**config.mk**
```make
export PLATFORM = sky130hd
export DESIGN_NAME = button_press_classifier
export DESIGN_NICKNAME = d
export VERILOG_FILES = /design/src/bpc_pkg.sv /design/src/bpc_fsm.sv /design/src/button_press_classifier.sv
export SDC_FILE = /design/constraint.sdc
export NUM_CORES = 1
export LEC_CHECK = 0
export ABC_AREA = 1
export BUFFER_PORTS_ARGS = -buffer_cell sky130_fd_sc_hd__buf_2
export CORE_ASPECT_RATIO = 1.75
export CORE_MARGIN = 2
export CORE_UTILIZATION = 52
export CTS_CLUSTER_SIZE = 40
export DETAILED_ROUTE_END_ITERATION = 10
export PLACE_DENSITY = 0.87
export RECOVER_POWER = 50
export SYNTH_ARGS = -nofsm -noshare
export SYNTH_HDL_FRONTEND = slang
export SYNTH_SLANG_ARGS = --single-unit
export TNS_END_PERCENT = 30
```
**constraint.sdc**
```tcl
create_clock -name clk -period 2.81 [get_ports clk]
set_clock_uncertainty 0.2 [all_clocks]
set_input_delay 0.281 -clock clk [delete_from_list [all_inputs] [get_ports clk]]
set_output_delay 0.281 -clock clk [all_outputs]
set_load 0.01 [all_outputs]
```
**src/bpc_pkg.sv**
```systemverilog
// -----------------------------------------------------------------------------
// bpc_pkg
// types, constants and helpers shared by the button press classifier
// -----------------------------------------------------------------------------
package bpc_pkg;

	localparam int TIME_W = 16;
	localparam int CFG_W  = 16;
	localparam int APB_ADDR_W = 4;
	localparam int APB_DATA_W = 32;

	typedef logic [TIME_W-1:0] time_t;
	typedef logic [CFG_W-1:0]  cfg_ms_t;

	localparam logic [32:0] TIME_MAX_X = (33'd1 << TIME_W) - 33'd1;

	localparam cfg_ms_t DEBOUNCE_RST   = cfg_ms_t'(100);
	localparam cfg_ms_t LONG_PRESS_RST = cfg_ms_t'(0);
	localparam logic    IDLE_LEVEL_RST = 1'b1;

	typedef enum logic [1:0] {
		EV_NONE  = 2'd0,
		EV_SHORT = 2'd1,
		EV_LONG  = 2'd2
	} event_t;

	typedef enum logic [1:0] {
		REG_DEBOUNCE   = 2'd0,
		REG_LONG_PRESS = 2'd1,
		REG_IDLE_LEVEL = 2'd2
	} reg_idx_t;

	typedef enum logic [5:0] {
		PH_IDLE     = 6'b000001,
		PH_PRESS_DB = 6'b000010,
		PH_HELD     = 6'b000100,
		PH_CLASSIFY = 6'b001000,
		PH_LOAD_REL = 6'b010000,
		PH_REL_DB   = 6'b100000
	} phase_t;

	typedef struct packed {
		cfg_ms_t debounce_ms;
		cfg_ms_t long_press_ms;
		logic    idle_level;
	} cfg_t;

	// timer load value, clamped to the timer range
	function automatic time_t load_timer(input cfg_ms_t v);
		logic [32:0] vx;
		vx = {{(33-CFG_W){1'b0}}, v};
		if (vx > TIME_MAX_X) begin
			return '1;
		end
		return time_t'(vx);
	endfunction

endpackage

```
**src/bpc_fsm.sv**
```systemverilog
// -----------------------------------------------------------------------------
// bpc_fsm
// press/release debounce state machine with press length counter
// -----------------------------------------------------------------------------
module bpc_fsm (
	input  logic              clk,
	input  logic              arst_n,
	input  logic              step,
	input  logic              level,
	input  bpc_pkg::cfg_t     cfg,
	output bpc_pkg::event_t   ev
);

	bpc_pkg::phase_t phase_q, phase_d;
	bpc_pkg::time_t  dleft_q, dleft_d, dleft_dec;
	bpc_pkg::time_t  ticks_q, ticks_d, ticks_inc;
	logic            pressed;
	logic            counting;

	assign pressed   = (level != cfg.idle_level);
	assign counting  = (phase_q == bpc_pkg::PH_PRESS_DB) || (phase_q == bpc_pkg::PH_HELD)
		|| (phase_q == bpc_pkg::PH_CLASSIFY);
	assign dleft_dec = (dleft_q != '0) ? dleft_q - bpc_pkg::time_t'(1) : dleft_q;
	assign ticks_inc = (counting && (ticks_q != '1)) ? ticks_q + bpc_pkg::time_t'(1) : ticks_q;

	always_comb begin
		phase_d = phase_q;
		dleft_d = dleft_dec;
		ticks_d = ticks_inc;
		ev      = bpc_pkg::EV_NONE;
		unique case (phase_q)
			bpc_pkg::PH_IDLE: begin
				if (pressed) begin
					dleft_d = bpc_pkg::load_timer(cfg.debounce_ms);
					ticks_d = '0;
					phase_d = bpc_pkg::PH_PRESS_DB;
				end
			end
			bpc_pkg::PH_PRESS_DB: begin
				if (dleft_dec == '0) begin
					phase_d = pressed ? bpc_pkg::PH_HELD : bpc_pkg::PH_CLASSIFY;
				end
			end
			bpc_pkg::PH_HELD: begin
				if (!pressed) begin
					phase_d = bpc_pkg::PH_CLASSIFY;
				end
			end
			bpc_pkg::PH_CLASSIFY: begin
				if ({{(33-bpc_pkg::TIME_W){1'b0}}, ticks_inc}
					> {{(33-bpc_pkg::CFG_W){1'b0}}, cfg.long_press_ms}) begin
					ev = bpc_pkg::EV_LONG;
				end else begin
					ev = bpc_pkg::EV_SHORT;
				end
				phase_d = bpc_pkg::PH_LOAD_REL;
			end
			bpc_pkg::PH_LOAD_REL: begin
				dleft_d = bpc_pkg::load_timer(cfg.debounce_ms);
				phase_d = bpc_pkg::PH_REL_DB;
			end
			bpc_pkg::PH_REL_DB: begin
				if (dleft_dec == '0) begin
					phase_d = bpc_pkg::PH_IDLE;
				end
			end
			default: begin
				phase_d = bpc_pkg::PH_IDLE;
			end
		endcase
	end

	always_ff @(posedge clk or negedge arst_n) begin
		if (!arst_n) begin
			phase_q <= bpc_pkg::PH_IDLE;
			dleft_q <= '0;
			ticks_q <= '0;
		end else if (step) begin
			phase_q <= phase_d;
			dleft_q <= dleft_d;
			ticks_q <= ticks_d;
		end
	end

endmodule

```
**src/button_press_classifier.sv**
```systemverilog
// -----------------------------------------------------------------------------
// button_press_classifier
// debounced button classifier reporting none, short or long press per tick
// -----------------------------------------------------------------------------
// One tick word is taken per cycle while tick_ready is high; its result is
// offered once it heads the output buffer. The state update (debounce timer,
// press counter, phase) completes within the accepting cycle. A two-entry
// output buffer lets ticks keep flowing while one result waits; tick_ready
// drops only when both entries are full. Registers sit on the APB port at
// byte addresses 0x0 (debounce_ms), 0x4 (long_press_ms) and 0x8 (idle_level).
module button_press_classifier (
	input  logic                              clk,
	input  logic                              arst_n,
	input  logic                              tick_valid,
	output logic                              tick_ready,
	input  logic                              pin_level,
	output logic                              event_valid,
	input  logic                              event_ready,
	output logic [1:0]                        press_event,
	input  logic                              psel,
	input  logic                              penable,
	input  logic                              pwrite,
	input  logic [bpc_pkg::APB_ADDR_W-1:0]    paddr,
	input  logic [bpc_pkg::APB_DATA_W-1:0]    pwdata,
	output logic [bpc_pkg::APB_DATA_W-1:0]    prdata,
	output logic                              pready
);

	bpc_pkg::cfg_t   cfg_q;
	bpc_pkg::event_t ev_d;
	logic [1:0]      head_q, skid_q;
	logic            head_valid_q, skid_valid_q;
	logic            push, pop, wr_en;

	// configuration
	assign pready = 1'b1;
	assign wr_en  = psel && penable && pwrite && pready;

	always_ff @(posedge clk or negedge arst_n) begin
		if (!arst_n) begin
			cfg_q.debounce_ms   <= bpc_pkg::DEBOUNCE_RST;
			cfg_q.long_press_ms <= bpc_pkg::LONG_PRESS_RST;
			cfg_q.idle_level    <= bpc_pkg::IDLE_LEVEL_RST;
		end else if (wr_en) begin
			unique case (paddr[3:2])
				bpc_pkg::REG_DEBOUNCE:   cfg_q.debounce_ms   <= pwdata[bpc_pkg::CFG_W-1:0];
				bpc_pkg::REG_LONG_PRESS: cfg_q.long_press_ms <= pwdata[bpc_pkg::CFG_W-1:0];
				bpc_pkg::REG_IDLE_LEVEL: cfg_q.idle_level    <= pwdata[0];
				default: begin
				end
			endcase
		end
	end

	always_comb begin
		prdata = '0;
		unique case (paddr[3:2])
			bpc_pkg::REG_DEBOUNCE:   prdata[bpc_pkg::CFG_W-1:0] = cfg_q.debounce_ms;
			bpc_pkg::REG_LONG_PRESS: prdata[bpc_pkg::CFG_W-1:0] = cfg_q.long_press_ms;
			bpc_pkg::REG_IDLE_LEVEL: prdata[0] = cfg_q.idle_level;
			default:                 prdata = '0;
		endcase
	end

	// classifier
	assign tick_ready = !skid_valid_q;
	assign push       = tick_valid && tick_ready;
	assign pop        = event_valid && event_ready;

	bpc_fsm u_fsm (
		.clk    (clk),
		.arst_n (arst_n),
		.step   (push),
		.level  (pin_level),
		.cfg    (cfg_q),
		.ev     (ev_d)
	);

	// two-entry output buffer
	always_ff @(posedge clk or negedge arst_n) begin
		if (!arst_n) begin
			head_valid_q <= 1'b0;
			skid_valid_q <= 1'b0;
		end else if (pop && skid_valid_q) begin
			skid_valid_q <= 1'b0;
		end else if (pop) begin
			head_valid_q <= push;
		end else if (push) begin
			if (head_valid_q) begin
				skid_valid_q <= 1'b1;
			end else begin
				head_valid_q <= 1'b1;
			end
		end
	end

	always_ff @(posedge clk) begin
		if (pop && skid_valid_q) begin
			head_q <= skid_q;
		end else if (push && (pop || !head_valid_q)) begin
			head_q <= ev_d;
		end else if (push) begin
			skid_q <= ev_d;
		end
	end

	assign event_valid = head_valid_q;
	assign press_event = head_q;

endmodule

```
==> results.json, run 1 <==
{
  "crit_type": "flop to flop",
  "vias_per_cell": 5.64,
  "max-slew-margin-rel": -0.192,
  "ff2ff_path_depth": 16,
  "crit_path_cell_trace": "nor2_4 -> nand4_1 -> nand3_2 -> nand2_4 -> nor2_4 -> nand3_1 -> xor2_2 -> inv_1 -> ha_1 -> nand2_1 -> o21ai_1 -> a21oi_2 -> o2111ai_4 -> nand2_2 -> nand3_2 -> nand2_1",
  "ys_types": 40,
  "pin_count": 81,
  "p_per_area_nw_per_um2": 1010,
  "htree_levels": 3,
  "regToRegEndpoint": "press_event[0]",
  "area_growth_pct": 26.6,
  "drc": 0,
  "grt_pass1_wl_um": 23300,
  "crit_path_start_kind": "flop",
  "status": "complete, but fails checks",
  "synth_top_area_frac": 0.339,
  "end_kind": "flop",
  "synth-edff-count": 4,
  "synthFlopType": "dfrtp_1",
  "cts_inserted_buffers": 9,
  "place_congestion": 0.963,
  "insertion_delay_ns": 0.35,
  "cts_max_path_buffers": 2,
  "routed_wl_um": 15200,
  "ys_warn_count": 0,
  "path_max_fanout": 5,
  "synth_area_um2": 5030,
  "final_cells": 912,
  "hold_class": "primary input to flop",
  "slew_violations": 68,
  "grt_max_degree": 35,
  "yosys-top-cells-area": "dfrtp_1, nand2_1, inv_1",
  "diodes": 0,
  "dp.cells": 888,
  "row_count": 47,
  "clk_pin_slew_ns": 0.06,
  "required_ns": 2.72,
  "port_buffers": 45,
  "worstMarginPinSlew_ns": 1.79,
  "drt_iter0_drc": 412,
  "avgRoutedWirePerCell_um": 16.7,
  "synthCells": 673,
  "rsz0062_at_grt": "yes",
  "ant_nets": 0,
  "violations": "capacitance limit, slew limit, setup timing",
  "root_buffer": "clkbuf_16",
  "cts_tree": "yes",
  "max_freq_ghz": 0.309,
  "grt-ovfl-total": 0,
  "fin_ws_ns": -0.423,
  "clock_sinks": 77,
  "fp.dieArea_um2": 10500,
  "hpwlAfterDp_um": 10600,
  "leakage_nw": 3.33,
  "num_vias": 5141,
  "grt_usage": 0.286,
  "r2r-start": "u_fsm.phase_q[5]",
  "startpoint": "u_fsm.phase_q[5]",
  "ys_ff_latch": 77,
  "fin_nets": 847,
  "first_pass_iters": 5,
  "setup_viol": 4,
  "fin_tns_setup_ns": -1.51,
  "max_cap_violations": 2,
  "antenna_found_initial": 0,
  "die_h_um": 134,
  "r2r_slack_ns": -0.42,
  "grt_pass1_vias": 5109,
  "yosys.area.top_type": "dfrtp_1",
  "period_minus_slack_ns": 3.23,
  "cpPeakStageDelay_ns": 0.42,
  "initial_core_util": 0.534,
  "drive_gt1_frac": 0.262,
  "ys_async_sr_fraction": 0.948,
  "avgSynthCellArea_um2": 7.47,
  "coreArea_um2": 9410,
  "hold_viol_final": 0,
  "fin_crit_sh": 1.15,
  "arrival_ns": 3.14,
  "nFillCells": 707,
  "cpMaxStageDelayCell": "dfrtp_1",
  "crit_path_end": "press_event[0]",
  "ys_seq_area_frac": 0.389,
  "dieWidth_um": 78.3,
  "irDropWorstVdd_mv": 0.822
}
-- synthesized netlist by cell type, drive strengths merged, types with 2 or more instances --
| library cell | n |
|---|---|
| dfrtp | 68 |
| nor3 | 8 |
| clkbuf | 12 |
| buf | 21 |
| a211oi | 2 |
| ha | 18 |
| xor2 | 17 |
| nand2 | 162 |
| nor4 | 3 |
| edfxtp | 4 |
| inv | 114 |
| a21oi | 32 |
| o22ai | 15 |
| nand3 | 41 |
| nor2 | 59 |
| nand4 | 11 |
| conb | 2 |
| o21ai | 60 |
| dfstp | 5 |
| a22oi | 11 |
-- metrics by stage --
| stage | cell area [um2] | util | hold WS [ns] | worst slack [ns] | total power [mW] |
|---|---|---|---|---|---|
| floorplan | 5090 | - | -0.215 | -0.0416 | 3.57 |
| global placement | 5770 | 0.614 | 0.183 | -0.301 | 4.50 |
| detailed placement | 5770 | 0.614 | 0.190 | -0.508 | 4.65 |
| CTS | 6240 | 0.663 | 0.0137 | -0.285 | 6.10 |
| global route | 6360 | 0.676 | 0.0238 | -0.534 | 6.81 |
| finish | 6360 | 0.676 | 0.0118 | -0.423 | 6.42 |
-- kinds of logic after synthesis --
kind of cell               after synthesis  synth area share
and+or+nand+nor                        286             0.270
buffers and inverters                  148             0.126
AOI/OAI and AO/OA                      124             0.137
DFF                                     77             0.389
xor gates and xnor gates                18            0.0314
adders and majority gates               18            0.0448
other                                    2           0.00149
-- what timing repair did --
item,CTS,global route
endpoints found under the setup margin,4,4
hold buffers,3,0
buffers inserted,4,1
hold endpoints to repair,32,0
pin swaps,15,14
resized for setup,19,29
-- how the worst min path moves through the flow --
stage	cells past startpoint	slack, ns	endpoint	startpoint
after floorplan	0	-0.21	cfg_q[10]	arst_n
after global placement	1	0.18	u_fsm.dleft_q[0]	arst_n
after detailed placement	1	0.19	u_fsm.dleft_q[2]	arst_n
after CTS	3	0.01	cfg_q[28]	pwdata[11]
after global routing	3	0.02	cfg_q[28]	pwdata[11]
final	3	0.01	cfg_q[0]	pwdata[0]
-- worst max-delay path: cells and delay by family, from the launching register on --
family | cells | cell delay, ns
AO/OA/AOI/OAI | 3 | 0.58
XOR/XNOR | 1 | 0.19
adder cells (fa/ha/maj) | 1 | 0.29
buffers and inverters | 1 | 0.06
flip-flops | 1 | 0.42
AND/OR/NAND/NOR | 10 | 1.23
-- layout by cell type, fill, tap and decap left out, drive strengths merged, types with 3 or more instances in the layout --
cell type / n
nor2: 59
dlygate4sd3: 3
dfstp: 5
conb: 17
inv: 114
nand3: 41
o21ai: 60
dfrtp: 68
nor4: 3
edfxtp: 4
nand4: 11
nor3: 8
xor2: 17
buf: 107
a22oi: 11
nand2: 162
ha: 18
o22ai: 15
clkbuf: 22
a21oi: 32
-- registers in the layout (all words and copies together), names as in the netlist --
| name | cells |
|---|---|
| skid_valid_q | 1 |
| u_fsm.dleft_q | 16 |
| u_fsm.ticks_q | 16 |
| cfg_q | 33 |
| u_fsm.phase_q | 6 |
| skid_q | 2 |
| event_valid | 1 |
| press_event | 2 |
-- cell type report --
type                    instances  area, um2  area share
multi-input cells             463       2720       0.428
inverters                     115        437      0.0686
clock buffers                  13        260      0.0409
repair buffers                119        772       0.121
flip-flops and latches         77       1950       0.307
clock inverters                 3       67.6      0.0106
well taps                     122        153      0.0240
-- routing by layer --
layer,track usage,vias to the layer above,part of all wire
met3,0.0518,88,0.052
li1,-,2359,-
met5,0,-,0
met2,0.527,260,0.54
met1,0.282,2434,0.34
met4,0.198,0,0.069
-- report_power, final --
| part | leakage (nW) | total (mW) | internal [mW] | switching, mW |
|---|---|---|---|---|
| Clock | 0.156 | 1.28 | 0.827 | 0.455 |
| Sequential | 0.946 | 1.81 | 1.49 | 0.319 |
| Combinational | 2.23 | 3.32 | 1.34 | 1.98 |
| Total | 3.33 | 6.42 | 3.66 | 2.76 |
Power figures use the tool's default switching activity.
==> inputs of run 2 (changes only) <==
--- a/config.mk
+++ b/config.mk
@@ -5,15 +5,16 @@
 export SDC_FILE = /design/constraint.sdc
 export NUM_CORES = 1
 export LEC_CHECK = 0
-export ABC_AREA = 1
 export BUFFER_PORTS_ARGS = -buffer_cell sky130_fd_sc_hd__buf_2
 export CORE_ASPECT_RATIO = 1.75
 export CORE_MARGIN = 2
 export CORE_UTILIZATION = 52
+export CTS_BUF_LIST = sky130_fd_sc_hd__clkbuf_8 sky130_fd_sc_hd__clkbuf_16
 export CTS_CLUSTER_SIZE = 40
 export DETAILED_ROUTE_END_ITERATION = 10
 export PLACE_DENSITY = 0.87
 export RECOVER_POWER = 50
+export SLEW_MARGIN = 20
 export SYNTH_ARGS = -nofsm -noshare
 export SYNTH_HDL_FRONTEND = slang
 export SYNTH_SLANG_ARGS = --single-unit
==> run 2 against run 1 <==
Net effect:
- the run ends with hold timing, capacitance limit, slew limit, setup timing left
- sequential power about the same
- first-iteration DRC count increased by 120%
- clock power decreased by 9%
- cell count decreased by 7.8%
- synthesized cell count decreased by 15%
- critical path depth decreased by 1
==> results.json, run 2 <==
{
  "grt-ovfl-total": 0,
  "antenna_found_initial": 0,
  "first_pass_iters": 7,
  "ys_types": 70,
  "avgRoutedWirePerCell_um": 22.6,
  "reg.largest.list": "cfg_q (33), u_fsm.dleft_q (16), u_fsm.ticks_q (16)",
  "avgSynthCellArea_um2": 8.85,
  "dieWidth_um": 78.4,
  "crit_top_cell": "a21o_1",
  "port_buffers": 45,
  "row_count": 47,
  "drive_gt1_frac": 0.362,
  "startpoint": "u_fsm.phase_q[1]",
  "finalInstanceArea_um2": 6740,
  "path_buf_inv": 2,
  "pin_count": 81,
  "max_freq_ghz": 0.285,
  "routed_wl_um": 19000,
  "htree_levels": 3,
  "final_cell_mix": "buf_4, dfrtp_1, nand2_1",
  "place_area_um2": 5910,
  "route.met3.wl_um": 1740,
  "ys_ff_latch": 77,
  "hold_ws_ns": -0.000450,
  "cts_max_path_buffers": 2,
  "place_congestion": 1.03,
  "multi_input_area_um2": 3030,
  "regMostFlops": "cfg_q",
  "seq_area_um2": 1950,
  "finalPower_mw": 6.21,
  "grt_usage": 0.373,
  "p_per_area_nw_per_um2": 921,
  "crit_family": "compound AO/OA/AOI/OAI gates",
  "ys_async_sr_fraction": 0.948,
  "ant_nets": 0,
  "irDropWorstVdd_mv": 0.799,
  "hold_path_startpoint": "pwdata[11]",
  "grt_pass1_wl_um": 29800,
  "diodes": 0,
  "grt_max_degree": 74,
  "violations": "hold timing, capacitance limit, slew limit, setup timing",
  "vias_per_cell": 6.66,
  "synth_common_cells": "dfrtp_1, nand2_1, nor2_1",
  "num_vias": 5599,
  "hold_viol_final": 1,
  "required_ns": 2.71,
  "ys_seq_area_frac": 0.388,
  "drc": 0,
  "path_max_fanout": 6,
  "coreArea_um2": 9470,
  "yosys.area.top_type": "dfrtp_1",
  "setup_viol": 9,
  "worstMarginPinSlew_ns": 1.85,
  "layout.cells.most_common": "buf_4",
  "cts_inserted_buffers": 9,
  "cpPeakStageDelay_ns": 0.43,
  "fin_crit_sh": 1.25,
  "hpwlAfterDp_um": 10800,
  "status": "complete, but fails checks",
  "max-slew-margin-rel": -0.234,
  "max_cap_violations": 1,
  "clock_sinks": 77,
  "hold_class": "primary input to flop",
  "wl_met2_um": 9480,
  "slew_violations": 74,
  "synth_top_area_frac": 0.338,
  "ys_warn_count": 0,
  "synthFlopType": "dfrtp_1",
  "initial_core_util": 0.532,
  "synth-edff-count": 4,
  "crit_type": "flop to flop",
  "synthCells": 569,
  "fp.dieArea_um2": 10500,
  "crit_path_cell_trace": "buf_6 -> nor2_2 -> o21a_2 -> nand4_1 -> buf_4 -> or2_4 -> xnor2_2 -> ha_1 -> a21o_1 -> a21o_1 -> a21oi_2 -> nor3_2 -> nor3_2 -> a21o_1 -> o21ai_1",
  "drt-met1-wl_um": 6050,
  "root_buffer": "clkbuf_16",
  "crit_path_start_kind": "flop",
  "grt_pass1_vias": 5727,
  "nFillCells": 583,
  "drt_iter0_drc": 900,
  "cpMaxStageDelayCell": "dfrtp_1",
  "fin_ws_ns": -0.694,
  "arrival_ns": 3.40,
  "clk_pin_slew_ns": 0.06,
  "insertion_delay_ns": 0.35,
  "largest_reg_flops": 33,
  "rsz0062_at_grt": "yes",
  "leakage_nw": 3.14,
  "area_growth_pct": 33.9,
  "fin_nets": 776,
  "period_minus_slack_ns": 3.50,
  "synth.most_common_cell": "dfrtp_1",
  "yosys-top-cells-area": "dfrtp_1, ha_1, mux2_2",
  "r2r-start": "u_fsm.phase_q[1]",
  "end_kind": "flop",
  "cts_tree": "yes",
  "synth_area_um2": 5040,
  "fin_tns_setup_ns": -3.43,
  "highest_layer": "met4",
  "die_h_um": 134
}
==> run 2: layout make-up <==
class,count,share of cell area
multi-input combinational,429,0.449
tap,122,0.0226
inverter,26,0.0145
sequential,77,0.290
timing repair buffer,171,0.180
clock inverter,3,0.00260
clock buffer,13,0.0416
==> run 2: worst reg2reg max path, stage by stage, from the launching register on <==
cell     delay (ns)
dfrtp_1        0.43
buf_6          0.16
nor2_2         0.11
o21a_2         0.19
nand4_1        0.18
buf_4          0.18
or2_4          0.25
xnor2_2        0.14
ha_1           0.32
a21o_1         0.18
a21o_1         0.21
a21oi_2        0.18
nor3_2         0.06
nor3_2         0.17
a21o_1         0.20
o21ai_1        0.09
==> run 2: what timing repair did <==
item / CTS / global route
pin swaps: 16 / 18
gates resized for setup: 44 / 26
hold buffers: 12 / 0
setup buffers: 21 / 10
setup endpoints to repair: 9 / 21
hold endpoints to repair: 82 / 0
==> run 2: power breakdown <==
part / internal, mW / total [mW] / switching, mW
clock: 0.694 / 1.17 / 0.472
combinational: 1.41 / 3.23 / 1.82
sequential: 1.47 / 1.82 / 0.342
total: 3.58 / 6.21 / 2.64
==> run 2: layer usage <==
| layer | up-vias | global-route usage |
|---|---|---|
| met3 | 177 | 0.0875 |
| met4 | 0 | 0.317 |
| li1 | 2304 | - |
| met5 | - | 0 |
| met2 | 504 | 0.620 |
| met1 | 2614 | 0.391 |
==> run 2: per-stage QoR <==
step,cells,util,setup WS [ns]
2_1_floorplan,584,-,-0.547
3_3_place_gp,789,0.624,-0.493
3_5_place_dp,789,0.624,-0.583
4_1_cts,837,0.701,-0.386
5_1_grt,841,0.712,-0.815
6_report,841,0.712,-0.694
==> run 2: worst paths after layout <==
path,to,slack (ns),cells after the start
max,press_event[1],-0.69,15
min,cfg_q[12],-0.0005,3
max reg2reg,press_event[1],-0.69,15
min reg2reg,cfg_q[32],0.35,1
max in group asynchronous,u_fsm.dleft_q[13],0.43,3
min in group asynchronous,u_fsm.dleft_q[0],0.87,3
==> run 2: cell families (layout without fill, tap and decap cells) <==
group           count (synthesis)  in the layout  synth area share
flops                          77             77             0.388
xor+xnor                       20             20            0.0348
other cells                     2             17           0.00149
fa+ha+maj                      19             19            0.0467
buf+inv                        78            213            0.0733
mux                            37             37            0.0783
compound gates                127            127             0.158
simple gates                  209            209             0.219
==> inputs of run 3 (changes only) <==
--- a/config.mk
+++ b/config.mk
@@ -7,13 +7,14 @@
 export LEC_CHECK = 0
 export BUFFER_PORTS_ARGS = -buffer_cell sky130_fd_sc_hd__buf_2
 export CORE_ASPECT_RATIO = 1.75
-export CORE_MARGIN = 2
 export CORE_UTILIZATION = 52
 export CTS_BUF_LIST = sky130_fd_sc_hd__clkbuf_8 sky130_fd_sc_hd__clkbuf_16
 export CTS_CLUSTER_SIZE = 40
 export DETAILED_ROUTE_END_ITERATION = 10
 export PLACE_DENSITY = 0.87
 export RECOVER_POWER = 50
+export REMOVE_ABC_BUFFERS = 1
+export SETUP_SLACK_MARGIN = 0.4
 export SLEW_MARGIN = 20
 export SYNTH_ARGS = -nofsm -noshare
 export SYNTH_HDL_FRONTEND = slang
==> run 3 against run 2 <==
Net effect:
- the run ends with capacitance limit, slew limit, setup timing left
- via count increased by 5.6%
- sequential power increased by 3%
- total power rose by 7.7%
- routed wire length rose by 12%
- sequential share of layout area down 0.75 points
- worst hold slack gained 0.011 ns
- largest power group unchanged
==> results.json, run 3 (same netlist as run 2, synthesis figures left out) <==
{
  "num_vias": 5914,
  "coreArea_um2": 9410,
  "cts_inserted_buffers": 9,
  "period_minus_slack_ns": 3.67,
  "leakage_nw": 3.18,
  "die_h_um": 132,
  "fp.dieArea_um2": 10100,
  "required_ns": 2.70,
  "grt_pass1_vias": 5724,
  "path_max_fanout": 5,
  "hold_class": "primary input to flop",
  "drive_gt1_frac": 0.382,
  "reg.largest.list": "cfg_q (33), u_fsm.dleft_q (16), u_fsm.ticks_q (16)",
  "arrival_ns": 3.57,
  "worstMarginPinSlew_ns": 1.87,
  "cts_max_path_buffers": 2,
  "max_freq_ghz": 0.272,
  "htree_levels": 3,
  "routed_wl_um": 21300,
  "regMostFlops": "cfg_q",
  "place_area_um2": 5940,
  "port_buffers": 45,
  "violations": "capacitance limit, slew limit, setup timing",
  "status": "complete, but fails checks",
  "grt_usage": 0.397,
  "drt_iter0_drc": 765,
  "dieWidth_um": 76.4,
  "end_kind": "flop",
  "setup_viol": 9,
  "rsz0062_at_grt": "yes",
  "slew_violations": 74,
  "initial_core_util": 0.535,
  "vias_per_cell": 7.00,
  "crit_type": "flop to flop",
  "grt_max_degree": 74,
  "drc": 0,
  "crit_path_start_kind": "flop",
  "diodes": 0,
  "fin_tns_setup_ns": -4.63,
  "fin_crit_sh": 1.31,
  "insertion_delay_ns": 0.36,
  "irDropWorstVdd_mv": 0.452,
  "largest_reg_flops": 33,
  "grt-ovfl-total": 0,
  "row_count": 47,
  "place_congestion": 0.949,
  "clk_pin_slew_ns": 0.06,
  "pin_count": 81,
  "layout.cells.most_common": "buf_4",
  "antenna_found_initial": 0,
  "hold_viol_final": 0,
  "ant_nets": 0,
  "final_cell_mix": "buf_4, dfrtp_1, nand2_1",
  "root_buffer": "clkbuf_16",
  "finalInstanceArea_um2": 6920,
  "avgRoutedWirePerCell_um": 25.2,
  "fin_ws_ns": -0.861,
  "p_per_area_nw_per_um2": 966,
  "fin_nets": 780,
  "max-slew-margin-rel": -0.245,
  "max_cap_violations": 2,
  "nFillCells": 559,
  "clock_sinks": 77,
  "grt_pass1_wl_um": 30400,
  "area_growth_pct": 37.5,
  "hpwlAfterDp_um": 11100,
  "first_pass_iters": 6,
  "cts_tree": "yes"
}
==> run 3: changes by cell type in the layout (fill, tap and decap cells not counted), moves of 3 or more <==
cell / change
a21oi_2: +3
and2_1: +3
clkbuf_8: -4
clkinv_4: +3
nand3_1: -4
nor2b_1: -3
nor4_4: +4
==> run 3: path summary, 6_finish.rpt <==
check	endpoint	cells after the start	startpoint	slack [ns]
max in group asynchronous	u_fsm.ticks_q[2]	3	arst_n	0.41
setup reg to reg	press_event[1]	16	u_fsm.phase_q[2]	-0.86
min in group asynchronous	cfg_q[31]	3	arst_n	0.86
setup / recovery	press_event[1]	16	u_fsm.phase_q[2]	-0.86
hold reg to reg	cfg_q[31]	1	cfg_q[31]	0.36
hold / removal	cfg_q[26]	2	pwdata[9]	0.01
==> run 3: critical path, cell delays in order, from the launching register on <==
cell and delay [ns]:
dfrtp_1 0.41, buf_4 0.15, nor3_2 0.18, o21a_2 0.25
nand2_2 0.12, buf_4 0.17, nor2_4 0.11, nand2_1 0.08
xnor2_1 0.18, ha_1 0.29, a21o_1 0.19, a21o_1 0.19
a21oi_2 0.28, o21ai_0 0.15, o211ai_1 0.17, a21o_1 0.20
o21ai_1 0.08
==> run 3: stage by stage <==
step	setup WS, ns	cells	hold slack (ns)	utilization	power [mW]
floorplan	-0.514	532	-0.215	-	3.25
global placement	-0.562	795	0.130	0.632	4.30
detailed placement	-0.633	795	0.140	0.632	4.48
CTS	-0.484	834	0.00501	0.710	5.89
global route	-0.941	845	-0.00156	0.736	6.90
finish	-0.861	845	0.0107	0.736	6.69
==> run 3: final cells by class <==
cell class,count,area (um2),share of cell area
multi-input cells,429,3190,0.460
well taps,122,153,0.0220
clock inverters,7,46.3,0.00669
inverters,26,97.6,0.0141
repair buffers,175,1260,0.182
clock buffers,9,225,0.0325
flip-flops and latches,77,1950,0.282
==> run 3: per-layer routing <==
metal  vias to the layer above  routed length, um  track usage
li1                       2316                  -            -
met1                      2751               6350        0.406
met2                       613              10200        0.662
met3                       234               2460        0.115
met4                         0               2290        0.330
met5                         -                  0            0
==> run 3: power by group <==
| part | switching (mW) | internal [mW] | total [mW] |
|---|---|---|---|
| clock network | 0.483 | 0.594 | 1.08 |
| logic | 2.14 | 1.60 | 3.75 |
| registers | 0.391 | 1.47 | 1.87 |
| total | 3.02 | 3.67 | 6.69 |
==> run 3: repair_timing <==
action,4_1_cts,5_1_grt
hold buffers,14,0
pin swaps,28,29
endpoints found under the setup margin,28,35
hold endpoints to repair,88,0
gates resized for setup,57,41
setup buffers,9,11
